File: src/hdl/tlnh_pkg.sv
`timescale 1ns / 1ps

package tlnh_pkg;

    // Default sizing of the table.
    localparam int TABLE_ENTRIES_DEF = 64;
    localparam int VALUE_BITS_DEF    = 16;

    // Fixed field widths of the two channels.
    localparam int FUNC_W   = 2;
    localparam int CHAR_W   = 7;
    localparam int DATA_W   = 16;
    localparam int STATUS_W = 3;

    // Operation codes; the fourth code is reserved.
    typedef enum logic [FUNC_W-1:0] {
        FUNC_LOOKUP = 2'd0,
        FUNC_INSERT = 2'd1,
        FUNC_CLEAR  = 2'd2
    } func_t;

    // Result status codes.
    typedef enum logic [STATUS_W-1:0] {
        ST_OK              = 3'd0,
        ST_NOT_FOUND       = 3'd1,
        ST_CONFLICTED      = 3'd2,
        ST_DISPLACED_TAKEN = 3'd3,
        ST_NEW_TAKEN       = 3'd4
    } status_t;

    // State of a first-level slot.
    typedef enum logic [1:0] {
        MARK_EMPTY    = 2'd0,
        MARK_OCCUPIED = 2'd1,
        MARK_CONFLICT = 2'd2
    } mark_t;

    // Table sequencer states.
    typedef enum logic [2:0] {
        S_CLEAR,
        S_IDLE,
        S_HASH,
        S_READ,
        S_CHECK1,
        S_CHECK2,
        S_WRITE2,
        S_RESP
    } state_t;

    // Command from the sequencer to the hash unit.
    typedef struct packed {
        logic start;
        logic last;
    } hash_cmd_t;

endpackage

File: src/hdl/two_level_name_hash_table_unit.sv
`timescale 1ns / 1ps
// Channel | Ports                                                        | Direction
// --------+--------------------------------------------------------------+----------
// input   | s_valid s_ready s_func s_name_char s_last_char s_entry_value | in
// result  | m_valid m_ready m_status m_read_value                        | out
//
// A character beat forms both sums, then a reciprocal quotient, then a corrected remainder.
// On a last character a lookup or an insert goes through read, check and result; an insert
// that displaces also needs a second read and two writes through the second level's port.
// Clear, and the pass after reset, sweep every entry of both memories with s_ready low.
// A result waits in the output register while new character beats are taken; only the
// next result stalls on m_ready, and s_ready stays low until the waiting one leaves.

module two_level_name_hash_table_unit #(
    parameter int TABLE_ENTRIES = tlnh_pkg::TABLE_ENTRIES_DEF,
    parameter int VALUE_BITS    = tlnh_pkg::VALUE_BITS_DEF
) (
    input  logic                          aclk,
    input  logic                          aresetn,
    input  logic                          s_valid,
    output logic                          s_ready,
    input  logic [tlnh_pkg::FUNC_W-1:0]   s_func,
    input  logic [tlnh_pkg::CHAR_W-1:0]   s_name_char,
    input  logic                          s_last_char,
    input  logic [tlnh_pkg::DATA_W-1:0]   s_entry_value,
    output logic                          m_valid,
    input  logic                          m_ready,
    output logic [tlnh_pkg::STATUS_W-1:0] m_status,
    output logic [tlnh_pkg::DATA_W-1:0]   m_read_value
);

    localparam int HB  = $clog2(TABLE_ENTRIES);
    localparam int VW  = (VALUE_BITS < tlnh_pkg::DATA_W) ? VALUE_BITS : tlnh_pkg::DATA_W;
    localparam int A_W = 2 + HB + VW;
    localparam int B_W = 1 + VW;
    localparam logic [HB-1:0] IDX_LAST = HB'(TABLE_ENTRIES - 1);

    tlnh_pkg::state_t state_reg, state_next;
    logic [HB-1:0]    clr_idx_reg, clr_idx_next;
    logic             clr_resp_reg, clr_resp_next;
    logic             last_reg, last_next;
    logic [tlnh_pkg::FUNC_W-1:0] func_reg, func_next;
    logic [VW-1:0]    value_reg, value_next;
    logic [HB-1:0]    h1_reg, h1_next;
    logic [HB-1:0]    h2_reg, h2_next;
    logic [HB-1:0]    d_reg, d_next;
    logic [VW-1:0]    old_value_reg, old_value_next;
    logic             new_used_reg, new_used_next;
    logic [tlnh_pkg::STATUS_W-1:0] res_status_reg, res_status_next;
    logic [VW-1:0]    res_value_reg, res_value_next;
    logic             m_valid_reg, m_valid_next;
    logic [tlnh_pkg::STATUS_W-1:0] m_status_reg, m_status_next;
    logic [tlnh_pkg::DATA_W-1:0]   m_read_value_reg, m_read_value_next;

    tlnh_pkg::hash_cmd_t hash_cmd;
    logic                hash_done;
    logic [HB-1:0]       hash_h1;
    logic [HB-1:0]       hash_h2;

    logic           a_we, a_re, b_we, b_re;
    logic [HB-1:0]  a_waddr, a_raddr, b_waddr, b_raddr;
    logic [A_W-1:0] a_wdata, a_rdata;
    logic [B_W-1:0] b_wdata, b_rdata;

    tlnh_pkg::mark_t a_mark;
    logic [HB-1:0]   a_sh2;
    logic [VW-1:0]   a_value;
    logic            b_used;
    logic [VW-1:0]   b_value;

    // Running hashes.
    tlnh_hash #(
        .TABLE_ENTRIES(TABLE_ENTRIES)
    ) u_hash (
        .aclk   (aclk),
        .aresetn(aresetn),
        .cmd    (hash_cmd),
        .char_in(s_name_char),
        .done   (hash_done),
        .h1     (hash_h1),
        .h2     (hash_h2)
    );

    // First level: mark, stored second hash and value per slot.
    tlnh_ram #(
        .DEPTH(TABLE_ENTRIES),
        .WIDTH(A_W)
    ) u_first (
        .aclk (aclk),
        .we   (a_we),
        .waddr(a_waddr),
        .wdata(a_wdata),
        .re   (a_re),
        .raddr(a_raddr),
        .rdata(a_rdata)
    );

    // Second level: used flag and value per slot.
    tlnh_ram #(
        .DEPTH(TABLE_ENTRIES),
        .WIDTH(B_W)
    ) u_second (
        .aclk (aclk),
        .we   (b_we),
        .waddr(b_waddr),
        .wdata(b_wdata),
        .re   (b_re),
        .raddr(b_raddr),
        .rdata(b_rdata)
    );

    // Unpack the memory words.
    assign a_mark  = tlnh_pkg::mark_t'(a_rdata[A_W-1 -: 2]);
    assign a_sh2   = a_rdata[VW +: HB];
    assign a_value = a_rdata[VW-1:0];
    assign b_used  = b_rdata[VW];
    assign b_value = b_rdata[VW-1:0];

    assign s_ready      = (state_reg == tlnh_pkg::S_IDLE);
    assign m_valid      = m_valid_reg;
    assign m_status     = m_status_reg;
    assign m_read_value = m_read_value_reg;

    // Sequencer: next state, memory accesses and result.
    always_comb begin
        state_next        = state_reg;
        clr_idx_next      = clr_idx_reg;
        clr_resp_next     = clr_resp_reg;
        last_next         = last_reg;
        func_next         = func_reg;
        value_next        = value_reg;
        h1_next           = h1_reg;
        h2_next           = h2_reg;
        d_next            = d_reg;
        old_value_next    = old_value_reg;
        new_used_next     = new_used_reg;
        res_status_next   = res_status_reg;
        res_value_next    = res_value_reg;
        m_valid_next      = m_valid_reg;
        m_status_next     = m_status_reg;
        m_read_value_next = m_read_value_reg;
        hash_cmd          = '0;
        a_we              = 1'b0;
        a_waddr           = h1_reg;
        a_wdata           = '0;
        a_re              = 1'b0;
        a_raddr           = h1_reg;
        b_we              = 1'b0;
        b_waddr           = h2_reg;
        b_wdata           = '0;
        b_re              = 1'b0;
        b_raddr           = h2_reg;

        // The waiting result leaves once it is taken.
        if (m_valid_reg && m_ready) begin
            m_valid_next = 1'b0;
        end

        case (state_reg)
            tlnh_pkg::S_CLEAR: begin
                a_we         = 1'b1;
                a_waddr      = clr_idx_reg;
                a_wdata      = {tlnh_pkg::MARK_EMPTY, {(HB + VW){1'b0}}};
                b_we         = 1'b1;
                b_waddr      = clr_idx_reg;
                b_wdata      = '0;
                clr_idx_next = clr_idx_reg + HB'(1);
                if (clr_idx_reg == IDX_LAST) begin
                    clr_idx_next  = '0;
                    clr_resp_next = 1'b0;
                    if (clr_resp_reg) begin
                        res_status_next = tlnh_pkg::ST_OK;
                        res_value_next  = '0;
                        state_next      = tlnh_pkg::S_RESP;
                    end else begin
                        state_next = tlnh_pkg::S_IDLE;
                    end
                end
            end
            tlnh_pkg::S_IDLE: begin
                if (s_valid) begin
                    hash_cmd.start = 1'b1;
                    hash_cmd.last  = s_last_char;
                    last_next      = s_last_char;
                    func_next      = s_func;
                    value_next     = VW'(s_entry_value);
                    state_next     = tlnh_pkg::S_HASH;
                end
            end
            tlnh_pkg::S_HASH: begin
                if (hash_done) begin
                    h1_next = hash_h1;
                    h2_next = hash_h2;
                    if (!last_reg) begin
                        state_next = tlnh_pkg::S_IDLE;
                    end else begin
                        case (func_reg)
                            tlnh_pkg::FUNC_LOOKUP, tlnh_pkg::FUNC_INSERT: begin
                                state_next = tlnh_pkg::S_READ;
                            end
                            tlnh_pkg::FUNC_CLEAR: begin
                                clr_resp_next = 1'b1;
                                state_next    = tlnh_pkg::S_CLEAR;
                            end
                            default: begin
                                res_status_next = tlnh_pkg::ST_NOT_FOUND;
                                res_value_next  = '0;
                                state_next      = tlnh_pkg::S_RESP;
                            end
                        endcase
                    end
                end
            end
            tlnh_pkg::S_READ: begin
                a_re       = 1'b1;
                b_re       = 1'b1;
                state_next = tlnh_pkg::S_CHECK1;
            end
            tlnh_pkg::S_CHECK1: begin
                res_value_next = '0;
                if (func_reg == tlnh_pkg::FUNC_LOOKUP) begin
                    res_status_next = tlnh_pkg::ST_NOT_FOUND;
                    state_next      = tlnh_pkg::S_RESP;
                    case (a_mark)
                        tlnh_pkg::MARK_OCCUPIED: begin
                            res_status_next = tlnh_pkg::ST_OK;
                            res_value_next  = a_value;
                        end
                        tlnh_pkg::MARK_CONFLICT: begin
                            if (b_used) begin
                                res_status_next = tlnh_pkg::ST_OK;
                                res_value_next  = b_value;
                            end
                        end
                        default: begin
                        end
                    endcase
                end else begin
                    case (a_mark)
                        tlnh_pkg::MARK_EMPTY: begin
                            a_we            = 1'b1;
                            a_wdata         = {tlnh_pkg::MARK_OCCUPIED, h2_reg, value_reg};
                            res_status_next = tlnh_pkg::ST_OK;
                            state_next      = tlnh_pkg::S_RESP;
                        end
                        tlnh_pkg::MARK_OCCUPIED: begin
                            // Keep what the displacement needs, fetch its slot.
                            new_used_next  = b_used;
                            old_value_next = a_value;
                            d_next         = a_sh2;
                            b_re           = 1'b1;
                            b_raddr        = a_sh2;
                            state_next     = tlnh_pkg::S_CHECK2;
                        end
                        default: begin
                            res_status_next = tlnh_pkg::ST_CONFLICTED;
                            state_next      = tlnh_pkg::S_RESP;
                        end
                    endcase
                end
            end
            tlnh_pkg::S_CHECK2: begin
                res_value_next = '0;
                if (b_used) begin
                    res_status_next = tlnh_pkg::ST_DISPLACED_TAKEN;
                    state_next      = tlnh_pkg::S_RESP;
                end else if (new_used_reg || (d_reg == h2_reg)) begin
                    res_status_next = tlnh_pkg::ST_NEW_TAKEN;
                    state_next      = tlnh_pkg::S_RESP;
                end else begin
                    // Move the old occupant down and mark the slot conflicted.
                    b_we       = 1'b1;
                    b_waddr    = d_reg;
                    b_wdata    = {1'b1, old_value_reg};
                    a_we       = 1'b1;
                    a_wdata    = {tlnh_pkg::MARK_CONFLICT, d_reg, old_value_reg};
                    state_next = tlnh_pkg::S_WRITE2;
                end
            end
            tlnh_pkg::S_WRITE2: begin
                b_we            = 1'b1;
                b_wdata         = {1'b1, value_reg};
                res_status_next = tlnh_pkg::ST_OK;
                res_value_next  = '0;
                state_next      = tlnh_pkg::S_RESP;
            end
            tlnh_pkg::S_RESP: begin
                if (!m_valid_reg || m_ready) begin
                    m_valid_next      = 1'b1;
                    m_status_next     = res_status_reg;
                    m_read_value_next = tlnh_pkg::DATA_W'(res_value_reg);
                    state_next        = tlnh_pkg::S_IDLE;
                end
            end
            default: begin
                state_next = tlnh_pkg::S_IDLE;
            end
        endcase
    end

    // Control registers; reset starts the clearing sweep.
    always_ff @(posedge aclk) begin
        if (!aresetn) begin
            state_reg    <= tlnh_pkg::S_CLEAR;
            clr_idx_reg  <= '0;
            clr_resp_reg <= 1'b0;
            m_valid_reg  <= 1'b0;
        end else begin
            state_reg    <= state_next;
            clr_idx_reg  <= clr_idx_next;
            clr_resp_reg <= clr_resp_next;
            m_valid_reg  <= m_valid_next;
        end
    end

    // Payload registers.
    always_ff @(posedge aclk) begin
        last_reg         <= last_next;
        func_reg         <= func_next;
        value_reg        <= value_next;
        h1_reg           <= h1_next;
        h2_reg           <= h2_next;
        d_reg            <= d_next;
        old_value_reg    <= old_value_next;
        new_used_reg     <= new_used_next;
        res_status_reg   <= res_status_next;
        res_value_reg    <= res_value_next;
        m_status_reg     <= m_status_next;
        m_read_value_reg <= m_read_value_next;
    end

`ifndef SYNTHESIS
    // The hash unit only finishes while the sequencer waits for it.
    assert property (@(posedge aclk) disable iff (!aresetn)
        hash_done |-> (state_reg == tlnh_pkg::S_HASH))
        else $error("hash result outside the hash wait state");

    // Only a successful lookup returns a nonzero value.
    assert property (@(posedge aclk) disable iff (!aresetn)
        (m_valid_reg && (m_status_reg != tlnh_pkg::ST_OK)) |-> (m_read_value_reg == '0))
        else $error("nonzero value with a failing status");

    // The table is never written while the block waits for a beat.
    assert property (@(posedge aclk) disable iff (!aresetn)
        s_ready |-> (!a_we && !b_we))
        else $error("table written while idle");

    // The second insert write only follows a passed displacement check.
    assert property (@(posedge aclk) disable iff (!aresetn)
        (state_reg == tlnh_pkg::S_WRITE2) |-> ($past(state_reg) == tlnh_pkg::S_CHECK2))
        else $error("second-level write without displacement check");
`endif

endmodule

File: src/hdl/tlnh_ram.sv
`timescale 1ns / 1ps

module tlnh_ram #(
    parameter int DEPTH = tlnh_pkg::TABLE_ENTRIES_DEF,
    parameter int WIDTH = tlnh_pkg::DATA_W,
    localparam int AW = $clog2(DEPTH)
) (
    input  logic             aclk,
    input  logic             we,
    input  logic [AW-1:0]    waddr,
    input  logic [WIDTH-1:0] wdata,
    input  logic             re,
    input  logic [AW-1:0]    raddr,
    output logic [WIDTH-1:0] rdata
);

    logic [WIDTH-1:0] mem [DEPTH];

    // Single write port.
    always_ff @(posedge aclk) begin
        if (we) begin
            mem[waddr] <= wdata;
        end
    end

    // Registered read port; the data holds until the next read.
    always_ff @(posedge aclk) begin
        if (re) begin
            rdata <= mem[raddr];
        end
    end

endmodule

File: src/hdl/tlnh_hash.sv
`timescale 1ns / 1ps

module tlnh_hash #(
    parameter int TABLE_ENTRIES = tlnh_pkg::TABLE_ENTRIES_DEF,
    localparam int HB = $clog2(TABLE_ENTRIES)
) (
    input  logic                        aclk,
    input  logic                        aresetn,
    input  tlnh_pkg::hash_cmd_t         cmd,
    input  logic [tlnh_pkg::CHAR_W-1:0] char_in,
    output logic                        done,
    output logic [HB-1:0]               h1,
    output logic [HB-1:0]               h2
);

    // A raw sum stays below 128 * TABLE_ENTRIES, so XW bits hold it.
    localparam int XW = HB + tlnh_pkg::CHAR_W;
    localparam int PW = 2 * XW;
    localparam logic [XW-1:0] RECIP    = XW'((64'd1 << XW) / TABLE_ENTRIES);
    localparam logic [XW-1:0] MODULUS  = XW'(TABLE_ENTRIES);
    localparam logic [HB-1:0] POS_LAST  = HB'(TABLE_ENTRIES - 1);
    localparam logic [HB-1:0] POS_FIRST = HB'(1);

    logic [HB-1:0] ps_reg;
    logic [HB-1:0] ws_reg;
    logic [HB-1:0] pos_reg;
    logic [XW-1:0] px_reg;
    logic [XW-1:0] wx_reg;
    logic [XW-1:0] qp_reg;
    logic [XW-1:0] qw_reg;
    logic          last_reg;
    logic          st1_reg;
    logic          st2_reg;

    logic [XW-1:0] wprod;
    logic [PW-1:0] pm;
    logic [PW-1:0] wm;
    logic [XW-1:0] pr;
    logic [XW-1:0] wr;
    logic [XW-1:0] pr_fix;
    logic [XW-1:0] wr_fix;

    // Stage 0 forms the raw sums, stage 1 estimates the quotient by a
    // reciprocal, stage 2 subtracts and corrects the remainder once.
    always_comb begin
        wprod  = XW'(char_in) * XW'(pos_reg);
        pm     = PW'(px_reg) * PW'(RECIP);
        wm     = PW'(wx_reg) * PW'(RECIP);
        pr     = px_reg - qp_reg * MODULUS;
        wr     = wx_reg - qw_reg * MODULUS;
        pr_fix = (pr >= MODULUS) ? pr - MODULUS : pr;
        wr_fix = (wr >= MODULUS) ? wr - MODULUS : wr;
    end

    assign done = st2_reg;
    assign h1   = pr_fix[HB-1:0];
    assign h2   = wr_fix[HB-1:0];

    // Stage flags and the running hash state.
    always_ff @(posedge aclk) begin
        if (!aresetn) begin
            st1_reg <= 1'b0;
            st2_reg <= 1'b0;
            ps_reg  <= '0;
            ws_reg  <= '0;
            pos_reg <= POS_FIRST;
        end else begin
            st1_reg <= cmd.start;
            st2_reg <= st1_reg;
            if (cmd.start) begin
                if (cmd.last) begin
                    pos_reg <= POS_FIRST;
                end else if (pos_reg == POS_LAST) begin
                    pos_reg <= '0;
                end else begin
                    pos_reg <= pos_reg + HB'(1);
                end
            end
            if (st2_reg) begin
                ps_reg <= last_reg ? '0 : h1;
                ws_reg <= last_reg ? '0 : h2;
            end
        end
    end

    // Pipeline payload.
    always_ff @(posedge aclk) begin
        if (cmd.start) begin
            px_reg   <= XW'(char_in) + XW'(ps_reg);
            wx_reg   <= wprod + XW'(ws_reg);
            last_reg <= cmd.last;
        end
        if (st1_reg) begin
            qp_reg <= pm[PW-1:XW];
            qw_reg <= wm[PW-1:XW];
        end
    end

endmodule
File: config.mk
export PLATFORM = sky130hd
export DESIGN_NAME = two_level_name_hash_table_unit
export DESIGN_NICKNAME = d
export VERILOG_FILES = /design/src/hdl/tlnh_pkg.sv /design/src/hdl/two_level_name_hash_table_unit.sv /design/src/hdl/tlnh_ram.sv /design/src/hdl/tlnh_hash.sv
export SDC_FILE = /design/constraint.sdc
export NUM_CORES = 2
export LEC_CHECK = 0
export BUFFER_PORTS_ARGS = -buffer_cell sky130_fd_sc_hd__buf_2
export CORE_MARGIN = 4
export CORE_UTILIZATION = 50
export CTS_CLUSTER_SIZE = 20
export DETAILED_ROUTE_END_ITERATION = 7
export PLACE_DENSITY = 0.76
export SYNTH_ARGS = -nofsm -noshare
export SYNTH_HDL_FRONTEND = slang
export SYNTH_SLANG_ARGS = --single-unit
export TNS_END_PERCENT = 5
File: constraint.sdc
create_clock -name aclk -period 8 [get_ports aclk]
set_input_delay 1.6 -clock aclk [delete_from_list [all_inputs] [get_ports aclk]]
set_output_delay 1.6 -clock aclk [all_outputs]
set_load 0.01 [all_outputs]
After elaboration in Yosys (flattened, before gate mapping). Memories as Yosys holds them, arrays and structs flattened. A register that Yosys moved wholly into a read port is not among the register bits. Index checks and enable logic that the tools add are counted.

Register bits after elaboration: 164. Logic and storage cells: 165. Bits in writable memories: 2624. Input port bits: 30. Memories kept: 2.

Memory list: u_first.mem (words 64, bits a word 24, read ports 1, clocked after Yosys merged registers in 1, write ports 1, line tlnh_ram.sv:17) `logic [WIDTH-1:0] mem [DEPTH];`; u_second.mem (words 64, bits a word 17, read ports 1, clocked after Yosys merged registers in 1, write ports 1, line tlnh_ram.sv:17).

Multiply operators: 1. Muxes and demuxes: 79. Add/subtract/negate cells: 8. Eq/ne operators: 24. Bitwise operators: 1. Magnitude comparators: 2. Reductions and logical operators: 22.

Operators with widths (number): $mux W16 (7); $mux W6 (13); $pmux W16 S4 (1); $mux W24 (2); $pmux W24 S2 (1); $mux W23 (2); $mux W3 (14); $mux W17 (2); $pmux W17 S2 (1); $pmux W16 S2 (1); $ge A13 B7 Y1 const B (2); $sub A13 B13 Y13 (2); $pmux W3 S8 (1); $mux W1 (21); $pmux W3 S5 (1); $ne A2 B2 Y1 const B (7); $add A13 B6 Y13 (1); $mul A7 B6 Y13 (1); $add A6 B1 Y6 const B (2); $eq A3 B3 Y1 const B (4); $eq A6 B6 Y1 const B (2); $pmux W3 S2 (2); $pmux W6 S2 (1); $sub A6 B1 Y6 const B (2); other kinds (29) (44).

Longest topological paths before layout.
Word-level depth: 7. Depth in mapped cells: 14.

Hierarchy. From an unflattened synthesis, not the netlist that was laid out.

Cells, all modules: 5124. Area total of the unflattened synthesis: 108785.6 um^2.

Modules (own cells, without submodules): tlnh_ram (u_first) (seq. area each 46844.9 um^2, cells each 2611, area each 59570.9 um^2, times used 1); tlnh_ram (u_second) (seq. area each 33181.8 um^2, cells each 1953, area each 42514.5 um^2, times used 1); two_level_name_hash_table_unit (seq. area each 2982.9 um^2, cells each 360, area each 4663.2 um^2, times used 1); tlnh_hash (seq. area each 790.8 um^2, cells each 200, area each 2037.0 um^2, times used 1).

Worst setup path after synthesis. Ideal clock, no wire load.

Path kind: input port to flip-flop. From: input port s_name_char[4] in the netlist's numbering. To: register u_hash.wx_reg[5] (data pin). Cell stages on the path: 12. Data arrival time: 4.135 ns. Data required time: 7.740 ns. Path slack: 3.605 ns. Cell sequence: nand2_1 fa_1 inv_1 ha_1 inv_1 fa_1 fa_1 inv_1 ha_1 a21oi_1 xnor2_1 xnor2_1.

Cells in the longest elaborated chain, start to end: 2.

RTL lines: start: declaration (line two_level_name_hash_table_unit.sv:23) `input logic [tlnh_pkg::CHAR_W-1:0] s_name_char,`; $mul A7 B6 Y13 (line tlnh_hash.sv:46) `wprod = XW'(char_in) * XW'(pos_reg);`; $add A13 B6 Y13 (line tlnh_hash.sv:90) `wx_reg <= wprod + XW'(ws_reg);`; end signal: assignment (line tlnh_hash.sv:90); end: declaration (line tlnh_hash.sv:28) `logic [XW-1:0] wx_reg;`.

Every way passes these cells. A chain may end at the register's enable or synchronous reset.

Worst setup path after layout.
From: register u_first.rdata[22] (read register of u_first.mem). To: register u_second.rdata[6] (read register of u_second.mem) (data pin).

Cells in the longest elaborated chain, start to end: 4. Elaborated cells on any way between the ends: 7.

RTL lines: start: declaration (line tlnh_ram.sv:14) `output logic [WIDTH-1:0] rdata`; $eq A2 B1 Y1 (*) (line two_level_name_hash_table_unit.sv:239) `case (a_mark)`; $mux W1 or $mux W6 (tied branches) (line two_level_name_hash_table_unit.sv:239); $mux W1 or $mux W6 (tied branches) (line two_level_name_hash_table_unit.sv:221) `if (func_reg == tlnh_pkg::FUNC_LOOKUP) begin`; $pmux W1 S2 or $mux W6 (tied branches) (line two_level_name_hash_table_unit.sv:159) `case (state_reg)`; end: declaration (line tlnh_ram.sv:14).

Mark *: on every way between the ends. The rest lies on a longest branch, timed or not.

==> metrics.md <==
| Metric | Value |
|---|---|
| Worst Clk Skew | `0.0581 ns` |
| Final Hold Vio Count | `0` |
| RSZ-0062 raised after global routing | `no` |
| Hold-fix buffer count after cts | `0` |
| Via count | `60500` |
| Power per cell area | `around 230 nW/µm²` |
| Status | `complete, but fails checks` |
| CTS Buffer Depth | `4` |
| Largest regs | `u_first.mem (1536), u_second.mem (1088), u_first.rdata (24)` |
| R2r worst-path depth | `10` |
| Fin crit share | `about four fifths` |
| Pre-antenna DRT Iters | `8` |
| Clk slew on worst S/H paths | `~0.06 ns` |
| Drt total wl | `between 200 and 300 mm` |
| Total grt overflow | `0` |
| Row Count | `between 150 and 200` |
| Ys flop type | `edfxtp_1` |
| CP max FO | `33` |
| Resized cells post-CTS | `0` |
| Reg2Reg Setup Slack | `1.70 ns` |
| Syn_nets | `between 5000 and 6000` |
| Number of synthesized flops with an enable pin | `roughly 2800` |
| Number of antenna violations at the first check in global routing | `16` |
| Lkg Pwr | `about 36 nW` |
| Largest area contributor in the netlist | `edfxtp_1` |
| # DRC | `2` |
| Core ar. | `218000 µm²` |
| Fmax | `0.159 GHz` |
| Final setup vio count | `0` |
| Crit path DAT | `around 7 ns` |
| CTS Buf Count | `approximately 280` |
| Worst hold path depth | `0` |
| # clock sinks | `approximately 2800` |
| Mean Syn Cell Area | `about 19 µm²` |
| Htree depth | `5` |
| WHS | `0.421 ns` |
| CTS tree | `built` |
| Most flops, register | `u_first.mem` |
| Nets@finish | `5932` |
| Syn Inst Count | `5775` |
| Largest net degree at the start of global routing | `about 180` |
| Post-CTS Setup Repair Bufs | `0` |
| Hold_sp | `res_value_reg[6]` |
| Slew HR | `around 5.4%` |
| Worst r2r src | `u_first.rdata[22]` |
| Mapped Area | `approximately 110000 µm²` |
| Max FFs per register | `between 1500 and 2000` |
| Max IR drop VDD | `roughly 0.29 mV` |
| Sequential fraction of the synthesis area | `76.2%` |
| Die width | `between 400 and 500 µm` |
| Slew Viols, Final | `0` |
| Synth area leaders | `edfxtp_1 76%, mux4_2 10%, o21ai_0 1.3%` |
| Area growth from synthesis to layout | `11.5%` |
| RR Endpoint | `u_second.rdata[6]` |
| Design Power | `around 29 mW` |
| Req. time, crit path | `approximately 8.6 ns` |
| Via-to-Cell Ratio | `around 6.8` |
| Dpl hpwl | `~150 mm` |
| Die Area | `about 230000 µm²` |
| Placer Congestion | `approximately 0.86` |
| Io pins | `around 50` |
| Synth Register Bits | `roughly 2800` |
| Gr usage total | `between 20% and 30%` |
| Antenna viol nets, final | `0` |
| Min-Delay Path Class | `flop to flop` |
| Distinct cells, synth | `slightly below 80` |
| Critical path class | `flop to flop` |
| Avg WL per Cell | `between 30 and 40 µm` |
| Worst Setup End Kind | `flop` |
| Worst slew pin tran | `around 1.4 ns` |
| Violation count after the first detailed-route iteration | `just under 10000` |
| First-pass GRT wire length | `between 400 and 500 mm` |
| I/O Buffers | `49` |
| Later-pin clock latency in the skew report | `about 0.90 ns` |
| Failing checks | `design-rule violations` |
| Layout cells sized above 1 | `about a fifth` |
| Share of synthesized registers carrying an async set or reset | `0%` |
| Die Span Y | `477 µm` |
| Critical Path Start Type | `flop` |
| Worst hold endpoint | `m_read_value[6]` |
| Max_cap viols | `0` |
| Root buf cell | `clkbuf_16` |
| Post-synth top area share | `approximately 76%` |
| Warning count from the yosys run | `0` |
| Vias in the first global route | `around 60000` |
| Fin Setup TNS | `0 ns` |
| Starting Density | `50.5%` |
| Period minus WS final | `about 6.3 ns` |
[cell usage in the layout (no fill, tap or decap), types with 27 or more instances in the layout]
master	Yosys	final
clkinv_2	0	29
o21ai_0	291	289
a22o_2	0	32
mux4_2	504	504
edfxtp_1	2770	2770
buf_4	5	164
nor2b_1	28	27
dfxtp_1	31	31
o41ai_1	60	60
nand2_1	155	148
a21boi_0	56	55
clkbuf_16	0	287
a22oi_1	152	152
a21oi_1	107	106
mux2_2	34	34
inv_1	31	31
and3_1	97	95
mux2i_1	52	52
buf_2	101	49
o221ai_1	69	69
clkbuf_1	260	70
nor2_4	0	63
a211oi_1	104	104
nand3_1	290	289
nor2_1	161	86
clkinv_1	1	59
[synth_stat cells, types with 13 or more instances]
library cell,n
edfxtp_1,2770
mux4_2,504
o21ai_0,291
nand3_1,290
clkbuf_1,260
nor2_1,161
nand2_1,155
a22oi_1,152
a21oi_1,107
a211oi_1,104
buf_2,101
and3_1,97
o221ai_1,69
o41ai_1,60
a21boi_0,56
mux2i_1,52
buf_1,35
mux2_2,34
a22o_1,32
dfxtp_1,31
inv_1,31
nor2b_1,28
xnor2_1,24
ha_1,23
nand4_1,23
a31oi_1,22
o22ai_1,19
o31ai_1,19
and2_1,18
a2111o_1,17
a32o_1,17
or4_1,17
a21boi_1,16
nand3b_1,13
[area by class of cell]
type	instances	area, µm²
Antenna cell	8	20.0
Clock buffer	360	7490
Clock inverter	111	887
Fill cell	15200	95300
Inverter	33	124
Multi-Input combinational cell	2532	25100
Sequential cell	2801	83800
Tap cell	2854	3570
Timing Repair Buffer	225	1720
[power by group]
part | internal (mW) | leakage (nW) | switching [mW]
combinational | 0.0503 | 8.85 | 0.136
clock | 7.06 | 4.08 | 5.36
sequential | 16.0 | 22.7 | 0.0243
total | 23.1 | 35.6 | 5.52
[worst max-delay path: stages, from the launching register on]
cell	delay, ns
edfxtp_1	0.39
ha_1	0.49
and4bb_2	0.50
nand2_1	0.55
inv_2	0.54
nand3_2	0.91
buf_4	0.32
a22oi_1	0.11
o41ai_1	1.08
nand4_1	0.57
a2111o_1	0.54
[per-layer routing]
layer / wire length (µm) / GRT usage (%)
met1: 100000 / 32.8
met2: 142000 / 40.5
met3: 33900 / 5.94
met4: 15900 / 11.7
met5: 91 / 0
[kinds of logic after synthesis]
group	share of synthesized area, %
AO/OA/AOI/OAI	6.51
XOR/XNOR	0.231
adder cells (fa/ha/maj)	0.407
buffers and inverters	1.69
flip-flops	76.2
multiplexers	11.1
AND/OR/NAND/NOR	3.87
[worst max-delay path by stage]
stage,start,endpoint,cells past startpoint
floorplan,s_name_char[4],u_hash.wx_reg[5],12
global placement,u_first.rdata[22],u_second.rdata[6],10
detailed placement,u_first.rdata[22],u_second.rdata[6],10
CTS,u_first.rdata[22],u_second.rdata[6],10
global route,u_first.rdata[23],u_second.rdata[6],11
finish,u_first.rdata[22],u_second.rdata[6],10
[stage by stage]
step | cell area, µm² | utilization, % | std cells | setup slack, ns
after global routing | 123000 | 56.3 | 8917 | 1.64
after detailed placement | 114000 | 52.4 | 8445 | 1.95
final | 123000 | 56.3 | 8924 | 1.70
after CTS | 123000 | 56.3 | 8916 | 1.96
after floorplan | 110000 | - | 5775 | 3.61
after global placement | 114000 | 52.4 | 8445 | 2.09
Note: power is estimated with default switching activity, not from simulation.
